--- src/sv/dwm_pkg.sv ---
// Shared types, codes and reset constants for the dual watermark usage monitor.
package dwm_pkg;

  typedef logic [1:0] level_t;
  typedef logic [1:0] trans_t;
  typedef logic [1:0] cmd_t;
  typedef logic [2:0] cfg_idx_t;

  localparam level_t LVL_NORMAL = 2'd0;
  localparam level_t LVL_HIGH   = 2'd1;
  localparam level_t LVL_FULL   = 2'd2;

  localparam trans_t TR_NONE = 2'd0;
  localparam trans_t TR_LOW  = 2'd1;
  localparam trans_t TR_HIGH = 2'd2;
  localparam trans_t TR_FULL = 2'd3;

  localparam cmd_t CMD_UPDATE = 2'd0;
  localparam cmd_t CMD_CLEAR  = 2'd1;
  localparam cmd_t CMD_REEVAL = 2'd2;

  localparam cfg_idx_t REG_BYTE_CAP  = 3'd0;
  localparam cfg_idx_t REG_BYTE_LOW  = 3'd1;
  localparam cfg_idx_t REG_BYTE_HIGH = 3'd2;
  localparam cfg_idx_t REG_MSG_CAP   = 3'd3;
  localparam cfg_idx_t REG_MSG_LOW   = 3'd4;
  localparam cfg_idx_t REG_MSG_HIGH  = 3'd5;

  localparam int BYTE_REG_W = 47;
  localparam int MSG_REG_W  = 31;
  localparam int CFG_DATA_W = 47;

  localparam logic [BYTE_REG_W-1:0] BYTE_CAP_RST  = 47'd1048576;
  localparam logic [BYTE_REG_W-1:0] BYTE_LOW_RST  = 47'd419430;
  localparam logic [BYTE_REG_W-1:0] BYTE_HIGH_RST = 47'd838860;
  localparam logic [MSG_REG_W-1:0]  MSG_CAP_RST   = 31'd1024;
  localparam logic [MSG_REG_W-1:0]  MSG_LOW_RST   = 31'd409;
  localparam logic [MSG_REG_W-1:0]  MSG_HIGH_RST  = 31'd819;

  localparam level_t BYTE_LVL_RST = (BYTE_CAP_RST == '0) ? LVL_FULL : LVL_NORMAL;
  localparam level_t MSG_LVL_RST  = (MSG_CAP_RST == '0) ? LVL_FULL : LVL_NORMAL;

  // direction of a count change
  typedef struct packed {
    logic up;
    logic down;
  } dir_t;

  // new level of one counter and the move it made
  typedef struct packed {
    level_t level;
    trans_t trans;
  } lvl_res_t;

  function automatic logic [1:0] max2(input logic [1:0] a, input logic [1:0] b);
    return (a > b) ? a : b;
  endfunction

endpackage

--- src/sv/dual_watermark_usage_monitor_core.sv ---
// Top level of the dual watermark usage monitor: input stage, counters, result stage.
//
// Usage:
//   Input channel (in_valid/in_ready) carries one command beat: update with signed
//   byte and message deltas, clear, or reevaluate after the marks have changed.
//   Output channel (out_valid/out_ready) returns exactly one result beat per input
//   beat: transition code, overall/byte/message levels and both running totals.
//   Configuration: cfg_write with cfg_index and cfg_data writes one watermark or
//   capacity register at once; write only while no beat is in flight.
//   Path: the input register loads when a beat is accepted; the counter update lands
//   in the result register when the beat moves on, which a held result can delay.
//   Throughput: one beat per cycle while results are taken; the counters and levels
//   are updated at the same edge at which a beat moves from the input register to the
//   result register, so the next beat sees them straight away.
//   Reset: counters go to zero, each level to normal (full for a zero capacity
//   reset value), registers to their defaults, both valids low.
//   Stall: a result not taken holds in the output register; one more beat may wait
//   in the input register, after which in_ready drops until out_ready returns.
module dual_watermark_usage_monitor_core #(
  parameter int BYTE_WIDTH = 48,
  parameter int MSG_WIDTH  = 32
) (
  input  logic                       clk,
  input  logic                       rst,
  input  logic                       cfg_write,
  input  dwm_pkg::cfg_idx_t          cfg_index,
  input  logic [dwm_pkg::CFG_DATA_W-1:0] cfg_data,
  input  logic                       in_valid,
  output logic                       in_ready,
  input  dwm_pkg::cmd_t              command,
  input  logic signed [47:0]         byte_delta,
  input  logic signed [31:0]         msg_delta,
  output logic                       out_valid,
  input  logic                       out_ready,
  output dwm_pkg::trans_t            transition,
  output dwm_pkg::level_t            overall_level,
  output dwm_pkg::level_t            byte_level,
  output dwm_pkg::level_t            msg_level,
  output logic signed [47:0]         byte_total,
  output logic signed [31:0]         msg_total
);
  import dwm_pkg::*;

  // configuration registers
  logic [BYTE_REG_W-1:0] byte_cap;
  logic [BYTE_REG_W-1:0] byte_low;
  logic [BYTE_REG_W-1:0] byte_high;
  logic [MSG_REG_W-1:0]  msg_cap;
  logic [MSG_REG_W-1:0]  msg_low;
  logic [MSG_REG_W-1:0]  msg_high;

  // input stage
  logic               s1_valid;
  cmd_t               s1_command;
  logic signed [47:0] s1_byte_delta;
  logic signed [31:0] s1_msg_delta;

  // counter state
  logic [BYTE_WIDTH-1:0] byte_count;
  logic [MSG_WIDTH-1:0]  msg_count;
  level_t                byte_state;
  level_t                msg_state;

  logic                  advance;
  logic                  is_reeval;
  logic signed [63:0]    bd_wide;
  logic signed [63:0]    md_wide;
  logic [BYTE_WIDTH-1:0] b_base;
  logic [BYTE_WIDTH-1:0] b_delta;
  logic [MSG_WIDTH-1:0]  m_base;
  logic [MSG_WIDTH-1:0]  m_delta;
  dir_t                  b_dir;
  dir_t                  m_dir;
  level_t                b_lvl_in;
  level_t                m_lvl_in;
  logic [BYTE_WIDTH-1:0] b_sum;
  logic [MSG_WIDTH-1:0]  m_sum;
  lvl_res_t              b_res;
  lvl_res_t              m_res;
  level_t                overall_now;

  logic [BYTE_WIDTH-1:0] byte_count_next;
  logic [MSG_WIDTH-1:0]  msg_count_next;
  level_t                byte_state_next;
  level_t                msg_state_next;
  trans_t                transition_next;

  assign advance  = s1_valid && (!out_valid || out_ready);
  assign in_ready = !s1_valid || advance;

  always_ff @(posedge clk) begin
    if (rst) begin
      byte_cap  <= BYTE_CAP_RST;
      byte_low  <= BYTE_LOW_RST;
      byte_high <= BYTE_HIGH_RST;
      msg_cap   <= MSG_CAP_RST;
      msg_low   <= MSG_LOW_RST;
      msg_high  <= MSG_HIGH_RST;
    end else if (cfg_write) begin
      case (cfg_index)
        REG_BYTE_CAP:  byte_cap  <= cfg_data;
        REG_BYTE_LOW:  byte_low  <= cfg_data;
        REG_BYTE_HIGH: byte_high <= cfg_data;
        REG_MSG_CAP:   msg_cap   <= cfg_data[MSG_REG_W-1:0];
        REG_MSG_LOW:   msg_low   <= cfg_data[MSG_REG_W-1:0];
        REG_MSG_HIGH:  msg_high  <= cfg_data[MSG_REG_W-1:0];
        default: ;
      endcase
    end
  end

  always_ff @(posedge clk) begin
    if (rst) begin
      s1_valid <= 1'b0;
    end else if (in_ready) begin
      s1_valid <= in_valid;
    end
  end

  always_ff @(posedge clk) begin
    if (in_valid && in_ready) begin
      s1_command    <= command;
      s1_byte_delta <= byte_delta;
      s1_msg_delta  <= msg_delta;
    end
  end

  // reevaluate replays the old count onto a zero counter from normal
  assign is_reeval = (s1_command == CMD_REEVAL);
  assign bd_wide   = 64'(s1_byte_delta);
  assign md_wide   = 64'(s1_msg_delta);

  always_comb begin
    if (is_reeval) begin
      b_base   = '0;
      b_delta  = byte_count;
      b_dir.up = (byte_count != '0) && !byte_count[BYTE_WIDTH-1];
      b_dir.down = byte_count[BYTE_WIDTH-1];
      b_lvl_in = LVL_NORMAL;
      m_base   = '0;
      m_delta  = msg_count;
      m_dir.up = (msg_count != '0) && !msg_count[MSG_WIDTH-1];
      m_dir.down = msg_count[MSG_WIDTH-1];
      m_lvl_in = LVL_NORMAL;
    end else begin
      b_base   = byte_count;
      b_delta  = bd_wide[BYTE_WIDTH-1:0];
      b_dir.up = (s1_byte_delta != '0) && !s1_byte_delta[47];
      b_dir.down = s1_byte_delta[47];
      b_lvl_in = byte_state;
      m_base   = msg_count;
      m_delta  = md_wide[MSG_WIDTH-1:0];
      m_dir.up = (s1_msg_delta != '0) && !s1_msg_delta[31];
      m_dir.down = s1_msg_delta[31];
      m_lvl_in = msg_state;
    end
  end

  dwm_level #(.CW(BYTE_WIDTH), .RW(BYTE_REG_W)) u_byte_level (
    .level_in  (b_lvl_in),
    .base      (b_base),
    .delta     (b_delta),
    .dir       (b_dir),
    .cap       (byte_cap),
    .low_mark  (byte_low),
    .high_mark (byte_high),
    .count_next(b_sum),
    .res       (b_res)
  );

  dwm_level #(.CW(MSG_WIDTH), .RW(MSG_REG_W)) u_msg_level (
    .level_in  (m_lvl_in),
    .base      (m_base),
    .delta     (m_delta),
    .dir       (m_dir),
    .cap       (msg_cap),
    .low_mark  (msg_low),
    .high_mark (msg_high),
    .count_next(m_sum),
    .res       (m_res)
  );

  assign overall_now = max2(byte_state, msg_state);

  always_comb begin
    byte_count_next = byte_count;
    msg_count_next  = msg_count;
    byte_state_next = byte_state;
    msg_state_next  = msg_state;
    transition_next = TR_NONE;
    case (s1_command)
      CMD_UPDATE: begin
        byte_count_next = b_sum;
        msg_count_next  = m_sum;
        byte_state_next = b_res.level;
        msg_state_next  = m_res.level;
        if (max2(b_res.level, m_res.level) != overall_now) begin
          transition_next = max2(b_res.trans, m_res.trans);
        end
      end
      CMD_CLEAR: begin
        byte_count_next = '0;
        msg_count_next  = '0;
        byte_state_next = LVL_NORMAL;
        msg_state_next  = LVL_NORMAL;
      end
      CMD_REEVAL: begin
        byte_count_next = b_sum;
        msg_count_next  = m_sum;
        byte_state_next = (byte_cap == '0) ? LVL_FULL : b_res.level;
        msg_state_next  = (msg_cap == '0) ? LVL_FULL : m_res.level;
      end
      default: ;
    endcase
  end

  always_ff @(posedge clk) begin
    if (rst) begin
      byte_count <= '0;
      msg_count  <= '0;
      byte_state <= BYTE_LVL_RST;
      msg_state  <= MSG_LVL_RST;
    end else if (advance) begin
      byte_count <= byte_count_next;
      msg_count  <= msg_count_next;
      byte_state <= byte_state_next;
      msg_state  <= msg_state_next;
    end
  end

  always_ff @(posedge clk) begin
    if (rst) begin
      out_valid <= 1'b0;
    end else if (advance) begin
      out_valid <= 1'b1;
    end else if (out_ready) begin
      out_valid <= 1'b0;
    end
  end

  // result payload: totals are sign-extended or truncated to the port widths
  always_ff @(posedge clk) begin
    if (advance) begin
      transition    <= transition_next;
      overall_level <= max2(byte_state_next, msg_state_next);
      byte_level    <= byte_state_next;
      msg_level     <= msg_state_next;
      byte_total    <= 48'($signed(byte_count_next));
      msg_total     <= 32'($signed(msg_count_next));
    end
  end

  a_clear_zeroes: assert property (@(posedge clk) disable iff (rst)
    advance && s1_command == CMD_CLEAR |=>
      out_valid && byte_total == '0 && msg_total == '0 && overall_level == LVL_NORMAL)
    else $error("clear did not zero the counters");

  a_trans_needs_change: assert property (@(posedge clk) disable iff (rst)
    advance |=> transition == TR_NONE || overall_level != $past(overall_now))
    else $error("transition reported without a change of overall level");

  a_full_trans_level: assert property (@(posedge clk) disable iff (rst)
    out_valid && transition == TR_FULL |-> overall_level == LVL_FULL)
    else $error("full transition with overall level not full");

  a_hold_input: assert property (@(posedge clk) disable iff (rst)
    s1_valid && !advance |=> s1_valid && $stable(s1_command) && $stable(s1_byte_delta))
    else $error("waiting input beat lost");

  a_result_from_advance: assert property (@(posedge clk) disable iff (rst)
    $rose(out_valid) |-> $past(advance))
    else $error("result valid without an advancing beat");

endmodule

--- src/sv/dwm_level.sv ---
// One occupancy counter: add, compare against the marks and step the hysteresis level.
module dwm_level #(
  parameter int CW = 48,
  parameter int RW = 47
) (
  input  dwm_pkg::level_t   level_in,
  input  logic [CW-1:0]     base,
  input  logic [CW-1:0]     delta,
  input  dwm_pkg::dir_t     dir,
  input  logic [RW-1:0]     cap,
  input  logic [RW-1:0]     low_mark,
  input  logic [RW-1:0]     high_mark,
  output logic [CW-1:0]     count_next,
  output dwm_pkg::lvl_res_t res
);
  import dwm_pkg::*;

  localparam int CMPW = ((CW > RW) ? CW : RW) + 1;

  logic signed [CMPW-1:0] vx;
  logic signed [CMPW-1:0] capx;
  logic signed [CMPW-1:0] lowx;
  logic signed [CMPW-1:0] highx;
  logic                   ge_cap;
  logic                   ge_high;
  logic                   le_high;
  logic                   le_low;

  assign count_next = base + delta;
  assign vx    = {{(CMPW-CW){count_next[CW-1]}}, count_next};
  assign capx  = {{(CMPW-RW){1'b0}}, cap};
  assign lowx  = {{(CMPW-RW){1'b0}}, low_mark};
  assign highx = {{(CMPW-RW){1'b0}}, high_mark};

  assign ge_cap  = (vx >= capx);
  assign ge_high = (vx >= highx);
  assign le_high = (highx >= vx);
  assign le_low  = (lowx >= vx);

  always_comb begin
    res.level = level_in;
    res.trans = TR_NONE;
    if (dir.up) begin
      // both steps may fire in one beat
      if (res.level == LVL_NORMAL && ge_high) begin
        res.level = LVL_HIGH;
        res.trans = TR_HIGH;
      end
      if (res.level == LVL_HIGH && ge_cap) begin
        res.level = LVL_FULL;
        res.trans = TR_FULL;
      end
    end else if (dir.down && cap != '0) begin
      if (res.level == LVL_FULL && le_high) begin
        res.level = LVL_HIGH;
      end
      if (res.level == LVL_HIGH && le_low) begin
        res.level = LVL_NORMAL;
        res.trans = TR_LOW;
      end
    end
  end

endmodule

--- config.mk ---
export PLATFORM = sky130hd
export DESIGN_NAME = dual_watermark_usage_monitor_core
export DESIGN_NICKNAME = d
export VERILOG_FILES = /design/src/sv/dwm_pkg.sv /design/src/sv/dual_watermark_usage_monitor_core.sv /design/src/sv/dwm_level.sv
export SDC_FILE = /design/constraint.sdc
export NUM_CORES = 1
export LEC_CHECK = 0
export BUFFER_PORTS_ARGS = -buffer_cell sky130_fd_sc_hd__buf_4
export CAP_MARGIN = 20
export CELL_PAD_IN_SITES_DETAIL_PLACEMENT = 1
export CELL_PAD_IN_SITES_GLOBAL_PLACEMENT = 1
export CORE_MARGIN = 5
export CORE_UTILIZATION = 42
export CTS_CLUSTER_SIZE = 24
export DETAILED_ROUTE_END_ITERATION = 10
export PLACE_DENSITY_LB_ADDON = 0.1
export SYNTH_ARGS = -nofsm -noshare
export SYNTH_HDL_FRONTEND = slang
export SYNTH_SLANG_ARGS = --single-unit
--- constraint.sdc ---
create_clock -name clk -period 6.7 [get_ports clk]
set_input_delay 0.335 -clock clk [delete_from_list [all_inputs] [get_ports clk]]
set_output_delay 0.335 -clock clk [all_outputs]
set_load 0.005 [all_outputs]
==> results.sh, run 1 <==
export IMPL_gp_congestion=0.972
export IMPL_wl_met1_mm=49.5
export IMPL_ys_seq_area_share_pct=38.8
export IMPL_slew_viol_final=0
export IMPL_grt_total_usage_pct=33.0
export IMPL_maxCapViolations=0
export IMPL_layout_setup_ws_ns=-0.593
export IMPL_die_x_um=276
export IMPL_hpwl_mm=95.4
export IMPL_cp_end_kind="flop"
export IMPL_yosysTopAreaCellShare_pct=21.6
export IMPL_finClkSkew_ns=0.0233
export IMPL_crit_fanout=4
export IMPL_postSynthAreaPerCell_um2=8.16
export IMPL_htreeDepth=2
export IMPL_drive_gt1_share_pct=24.4
export IMPL_comb_power_share_pct=28.9
export IMPL_cts_tree="built"
export IMPL_synth_area_top_cells="dfxtp_1, edfxtp_1, ha_1"
export IMPL_clock_path_buffers=3
export IMPL_top_layer="met4"
export IMPL_wl_met3_mm=5.47
export IMPL_antenna_cells=0
export IMPL_die_h_um=276
export IMPL_slowest_delay_ns=0.48
export IMPL_synth_edf_count=170
export IMPL_vias=30400
export IMPL_cp_required_ns=7.16
export IMPL_clkLatencyLatePin_ns=0.64
export IMPL_p_leak_nw=17.4
export IMPL_synth_yosys_warnings=0
export IMPL_stdcell_area_um2=40500
export IMPL_synth_cell_area_um2=29700
export IMPL_ir_worst_vdd_uv=222
export IMPL_wirelength_mm=132
export IMPL_first_iter_violations=1681
export IMPL_grt_max_degree=171
export IMPL_synth_seq_cells=490
export IMPL_violations="setup timing"
export IMPL_port_buffers=226
export IMPL_relSlewSlack_pct=24.9
export IMPL_worst_setup_hold_path_clk_slew_ns=0.07
export IMPL_arrival_ns=7.75
export IMPL_p_seq_share_pct=35.0
export IMPL_async_flop_share_pct=0
export IMPL_synth_fp_nets=4093
export IMPL_yosys_area_top_type="dfxtp_1"
export IMPL_period_share_pct=109
export IMPL_cts_root_buf="clkbuf_16"
export IMPL_intPower_mw=6.53
export IMPL_path_class="reg -> reg"
export IMPL_synth_distinct_cells=90
export IMPL_antenna_left=0
export IMPL_core_um2=70000
export IMPL_place_ws_ns=-0.985
export IMPL_synth_flop_cell="dfxtp_1"
export IMPL_dieArea_um2=76100
export IMPL_grt_pass1_vias=32300
export IMPL_rsz0062_at_grt="true"
export IMPL_fmax_ghz=0.137
export IMPL_final_hold_violation_count=0
export IMPL_cts_sinks=490
export IMPL_syn_to_final_growth_pct=36.5
export IMPL_via_per_inst=5.69
export IMPL_worstMarginPinSlew_ns=1.13
export IMPL_fp_row_count=97
export IMPL_post_route_drc_count=0
export IMPL_cts_made_buffers=56
export IMPL_start_util_pct=42.4
export IMPL_worst_path_max_delay_cell="edfxtp_1"
export IMPL_power_switching_mw=3.03
export IMPL_grt_pass1_wl_mm=193
export IMPL_overflow=0
export IMPL_first_pass_iters=7
export IMPL_pwr_density_cell_nw_per_um2=236
export IMPL_power_clock_fraction_pct=36.1
export IMPL_wl_met2_mm=67.0
export IMPL_nFillCells=8251
export IMPL_synthCells=3635
export IMPL_startpoint_type="flop"
export IMPL_swShare_pct=31.7
export IMPL_route_detailed_wl_per_inst_um=24.7
export IMPL_setup_viol=3
export IMPL_ios=227
export IMPL_hold_class="in -> reg"
export IMPL_period_minus_slack_ns=7.29
export IMPL_status="finished, violations left"
export IMPL_nets=4818
export IMPL_tns_ns=-1.40
export IMPL_crit_top_cell="ha_4"
export IMPL_antenna_found_initial=1
export IMPL_place_area_um2=35500
-- final timing paths --
path / from / to / slack [ns] / cells past startpoint
min: cfg_data[2] / byte_cap[2] / 0.03 / 3
max reg2reg: s1_command[0] / transition[0] / -0.59 / 34
max: s1_command[0] / transition[0] / -0.59 / 34
min reg2reg: byte_high[0] / byte_high[0] / 0.46 / 2
-- cell usage in the layout, fill, tap and decap left out, types with 13 or more instances in the layout --
| master | Yosys | layout |
|---|---|---|
| dlygate4sd3_1 | 0 | 104 |
| clkbuf_16 | 0 | 59 |
| nor2b_1 | 27 | 26 |
| o21a_1 | 28 | 25 |
| nor2_1 | 177 | 168 |
| nand3b_1 | 32 | 32 |
| buf_4 | 1 | 702 |
| nand2_1 | 827 | 811 |
| inv_1 | 233 | 227 |
| xnor2_1 | 39 | 34 |
| nor4_1 | 68 | 63 |
| xor2_1 | 36 | 28 |
| nand2_2 | 0 | 14 |
| edfxtp_1 | 170 | 170 |
| a21oi_2 | 0 | 30 |
| ha_1 | 319 | 283 |
| ha_4 | 0 | 30 |
| a21oi_1 | 364 | 332 |
| and2_1 | 85 | 79 |
| nand4_1 | 50 | 50 |
| dfxtp_1 | 320 | 320 |
| a21o_1 | 85 | 85 |
| o211ai_1 | 18 | 18 |
| nor3_1 | 67 | 62 |
| clkbuf_1 | 158 | 13 |
| o21ai_0 | 151 | 134 |
| nand3_1 | 126 | 118 |
| o21bai_1 | 14 | 13 |
-- power by group through the flow --
| stage | registers, mW | logic (mW) | clock network [mW] |
|---|---|---|---|
| finish | 3.34 | 2.76 | 3.45 |
| CTS | 3.34 | 2.57 | 3.46 |
| global placement | 3.40 | 2.29 | 0 |
| floorplan | 3.36 | 1.21 | 0 |
| global route | 3.35 | 2.96 | 3.61 |
| detailed placement | 3.40 | 2.38 | 0 |
-- metal layers --
metal	vias to the layer above	GRT usage [%]
met4	0	19.7
met2	870	60.1
met5	-	0
met3	386	3.84
li1	14100	-
met1	15100	37.0
-- cells in the mapped netlist, drive strengths merged (14+ instances only) --
cell    number
o211ai      18
dfxtp      320
a21o        87
xor2        36
o21a        28
and3        18
o21bai      14
nor2b       27
nand4       51
nand2b      15
a31oi       20
nand3b      32
o21ai      152
edfxtp     170
ha         319
nor3        67
nor4        68
xnor2       39
a211oi      24
nand2      827
nor2       178
clkbuf     161
inv        234
nand3      126
and2        86
a21oi      364
-- through the flow --
step	power, mW	util, %	hold WS (ns)	instances
finish	9.55	57.8	0.0289	5347
global route	9.92	57.8	0.0149	5347
CTS	9.38	56.3	0.000333	5315
detailed placement	5.79	50.7	0.451	5055
global placement	5.69	50.6	0.441	5054
floorplan	4.56	-	0.434	3635
-- sequential cells by signal, summed over array words and instances (netlist names) --
register       cells
msg_total         32
byte_high         47
msg_level          2
byte_low          47
msg_cap           31
byte_level         2
overall_level      2
byte_total        48
s1_msg_delta      32
byte_count        48
transition         2
msg_count         32
msg_low           31
byte_cap          47
msg_high          31
s1_byte_delta     48
byte_state         2
out_valid          1
msg_state          2
s1_command         2
s1_valid           1
-- layout make-up --
type	count	area (um2)	share of cell area (%)
multi-input combinational	2744	18100	44.7
sequential	490	11500	28.4
timing repair buffer	834	6770	16.7
clock buffer	84	1690	4.17
tap	940	1180	2.90
inverter	234	886	2.19
clock inverter	21	344	0.850
-- timing repair --
action,CTS,global route
hold buffers,104,0
endpoints found under the hold margin,144,0
endpoints found under the setup margin,11,12
gates resized for setup,94,149
gates cloned,2,0
setup buffers,49,32
pin swaps,72,115
-- kinds of logic (layout without fill, tap and decap cells) --
family                   count (synthesis)  count (layout)  synth area share, %
buffers and inverters                  403            1173                 5.19
XOR/XNOR                                76              76                 2.29
multiplexers                             4               4                0.143
AO/OA/AOI/OAI                          803             803                 16.5
adder cells (fa/ha/maj)                322             322                 13.6
flip-flops                             490             490                 38.8
AND/OR/NAND/NOR                       1537            1539                 23.5
-- worst max-delay path: cells and delay by family, from the launching register on --
kind	cells	cell delay [ns]
flip-flops	1	0.48
adder cells (fa/ha/maj)	3	0.77
AND/OR/NAND/NOR	11	2.21
XOR/XNOR	1	0.21
AO/OA/AOI/OAI	15	2.85
buffers and inverters	4	0.59
(Power assumes the default switching activity.)
==> run 2, diff against run 1 <==
--- a/config.mk
+++ b/config.mk
@@ -14,6 +14,7 @@
 export CTS_CLUSTER_SIZE = 24
 export DETAILED_ROUTE_END_ITERATION = 10
 export PLACE_DENSITY_LB_ADDON = 0.1
+export SETUP_SLACK_MARGIN = 0.1
 export SYNTH_ARGS = -nofsm -noshare
 export SYNTH_HDL_FRONTEND = slang
 export SYNTH_SLANG_ARGS = --single-unit
==> results.sh, run 2 (same netlist as run 1, synthesis figures left out) <==
export IMPL_cp_required_ns=7.15
export IMPL_grt_pass1_wl_mm=188
export IMPL_r2r_start="s1_command[0]"
export IMPL_first_pass_iters=6
export IMPL_overflow=0
export IMPL_period_share_pct=109
export IMPL_nets=4768
export IMPL_core_um2=70000
export IMPL_fp_row_count=97
export IMPL_violations="setup timing"
export IMPL_hp_start="cfg_data[5]"
export IMPL_die_h_um=276
export IMPL_clkLatencyLatePin_ns=0.64
export IMPL_gp_congestion=0.971
export IMPL_dieArea_um2=76100
export IMPL_crit_fanout=7
export IMPL_finClkSkew_ns=0.0280
export IMPL_vias=30000
export IMPL_fmax_ghz=0.137
export IMPL_startpoint_type="flop"
export IMPL_min_to="msg_cap[5]"
export IMPL_relSlewSlack_pct=23.5
export IMPL_maxCapViolations=0
export IMPL_reg2reg_depth=38
export IMPL_path_class="reg -> reg"
export IMPL_r2r_end="transition[1]"
export IMPL_final_common_cell="nand2_1"
export IMPL_route_detailed_wl_per_inst_um=24.4
export IMPL_worstMarginPinSlew_ns=1.15
export IMPL_grt_max_degree=190
export IMPL_rrSetupSlack_ns=-0.61
export IMPL_hold_depth=3
export IMPL_rsz0062_at_grt="true"
export IMPL_antenna_found_initial=8
export IMPL_crit_top_cell="buf_4"
export IMPL_p_leak_nw=17.1
export IMPL_post_place_cells=5036
export IMPL_post_route_drc_count=0
export IMPL_final_hold_violation_count=0
export IMPL_hold_class="in -> reg"
export IMPL_slew_viol_final=0
export IMPL_period_minus_slack_ns=7.31
export IMPL_wirelength_mm=129
export IMPL_cts_made_buffers=56
export IMPL_arrival_ns=7.75
export IMPL_cts_tree="built"
export IMPL_pwr_density_cell_nw_per_um2=236
export IMPL_stdcell_count=5298
export IMPL_worst_setup_hold_path_clk_slew_ns=0.06
export IMPL_nFillCells=8231
export IMPL_clock_path_buffers=3
export IMPL_antenna_left=0
export IMPL_slowest_delay_ns=0.43
export IMPL_start_util_pct=42.4
export IMPL_grt_total_usage_pct=32.3
export IMPL_htreeDepth=2
export IMPL_cts_sinks=490
export IMPL_via_per_inst=5.66
export IMPL_crit_start="s1_command[0]"
export IMPL_mostFrequentLayoutCells="nand2_1, buf_4, a21oi_1"
export IMPL_grt_pass1_vias=31900
export IMPL_worst_path_max_delay_cell="edfxtp_1"
export IMPL_die_x_um=276
export IMPL_ir_worst_vdd_uv=210
export IMPL_layout_setup_ws_ns=-0.607
export IMPL_status="finished, violations left"
export IMPL_hpwl_mm=94.5
export IMPL_drive_gt1_share_pct=22.8
export IMPL_ios=227
export IMPL_hold_slack_ns=0.0273
export IMPL_first_iter_violations=1639
export IMPL_top_regs="byte_count: 48 flops, byte_total: 48 flops, s1_byte_delta: 48 flops"
export IMPL_cp_end_kind="flop"
export IMPL_cts_root_buf="clkbuf_16"
export IMPL_syn_to_final_growth_pct=34.3
export IMPL_port_buffers=226
export IMPL_setup_viol=5
## run 2: changes by cell type in the layout (fill, tap and decap cells not counted), sizes merged, moves of 2 or more
cell and change:
buf -46, clkbuf -6, diode +2, nand2b -2
dlygate4sd3 -2, clkinv +4
## run 2: final cells by class
class                           count  area [um2]  area share [%]
Timing Repair Buffer              786        6410            16.1
Clock buffer                       78        1610            4.03
Inverter                          234         886            2.22
Tap cell                          940        1180            2.95
Clock inverter                     26         352           0.882
Multi-Input combinational cell   2742       17900            44.9
Antenna cell                        2        5.00          0.0126
Sequential cell                   490       11500            28.9
## run 2: worst max path at each step
stage               slack, ns            end  depth (start not counted)
global placement        -0.49  transition[0]                         35
global route            -0.86  transition[1]                         40
finish                  -0.61  transition[1]                         38
detailed placement      -0.79  transition[0]                         38
floorplan                0.03  transition[0]                         35
CTS                     -0.47  transition[0]                         38
## run 2: per-stage QoR
| stage | area [um2] | util, % | TNS (ns) | worst slack [ns] | power (mW) |
|---|---|---|---|---|---|
| after global routing | 39800 | 56.9 | -3.38 | -0.863 | 9.77 |
| after CTS | 39000 | 55.6 | -1.25 | -0.475 | 9.25 |
| after detailed placement | 35400 | 50.6 | -2.32 | -0.794 | 5.77 |
| after global placement | 35300 | 50.5 | -1.33 | -0.487 | 5.68 |
| final | 39800 | 56.9 | -1.82 | -0.607 | 9.39 |
| after floorplan | 30100 | - | 0 | 0.0305 | 4.56 |
## run 2: what timing repair did
item                                    CTS  global route
hold buffers                            102             0
gates resized for setup                  78           126
setup buffers                            31            23
endpoints found under the setup margin   12            12
hold endpoints to repair                135             0
pin swaps                                55            95
## run 2: critical path: cells and delay by family (launching register included)
kind / cells / cell delay (ns)
AO/OA/AOI/OAI: 11 / 2.28
XOR/XNOR: 1 / 0.11
adder cells (fa/ha/maj): 3 / 0.81
buffers and inverters: 10 / 1.39
flip-flops: 1 / 0.43
AND/OR/NAND/NOR: 13 / 2.07
## run 2: layer usage
| layer | share of wire (%) | up-vias | global-route usage (%) |
|---|---|---|---|
| met4 | 7.9 | 6 | 21.5 |
| met1 | 37 | 14800 | 35.6 |
| met3 | 4.6 | 371 | 4.89 |
| met5 | 0.097 | - | 0.963 |
| li1 | - | 14000 | - |
| met2 | 50 | 786 | 57.4 |
## run 2: where the power goes
part | switching, mW | internal [mW] | total [mW]
clock | 1.35 | 1.98 | 3.33
combinational | 1.52 | 1.20 | 2.72
sequential | 0.118 | 3.23 | 3.34
total | 2.99 | 6.40 | 9.39
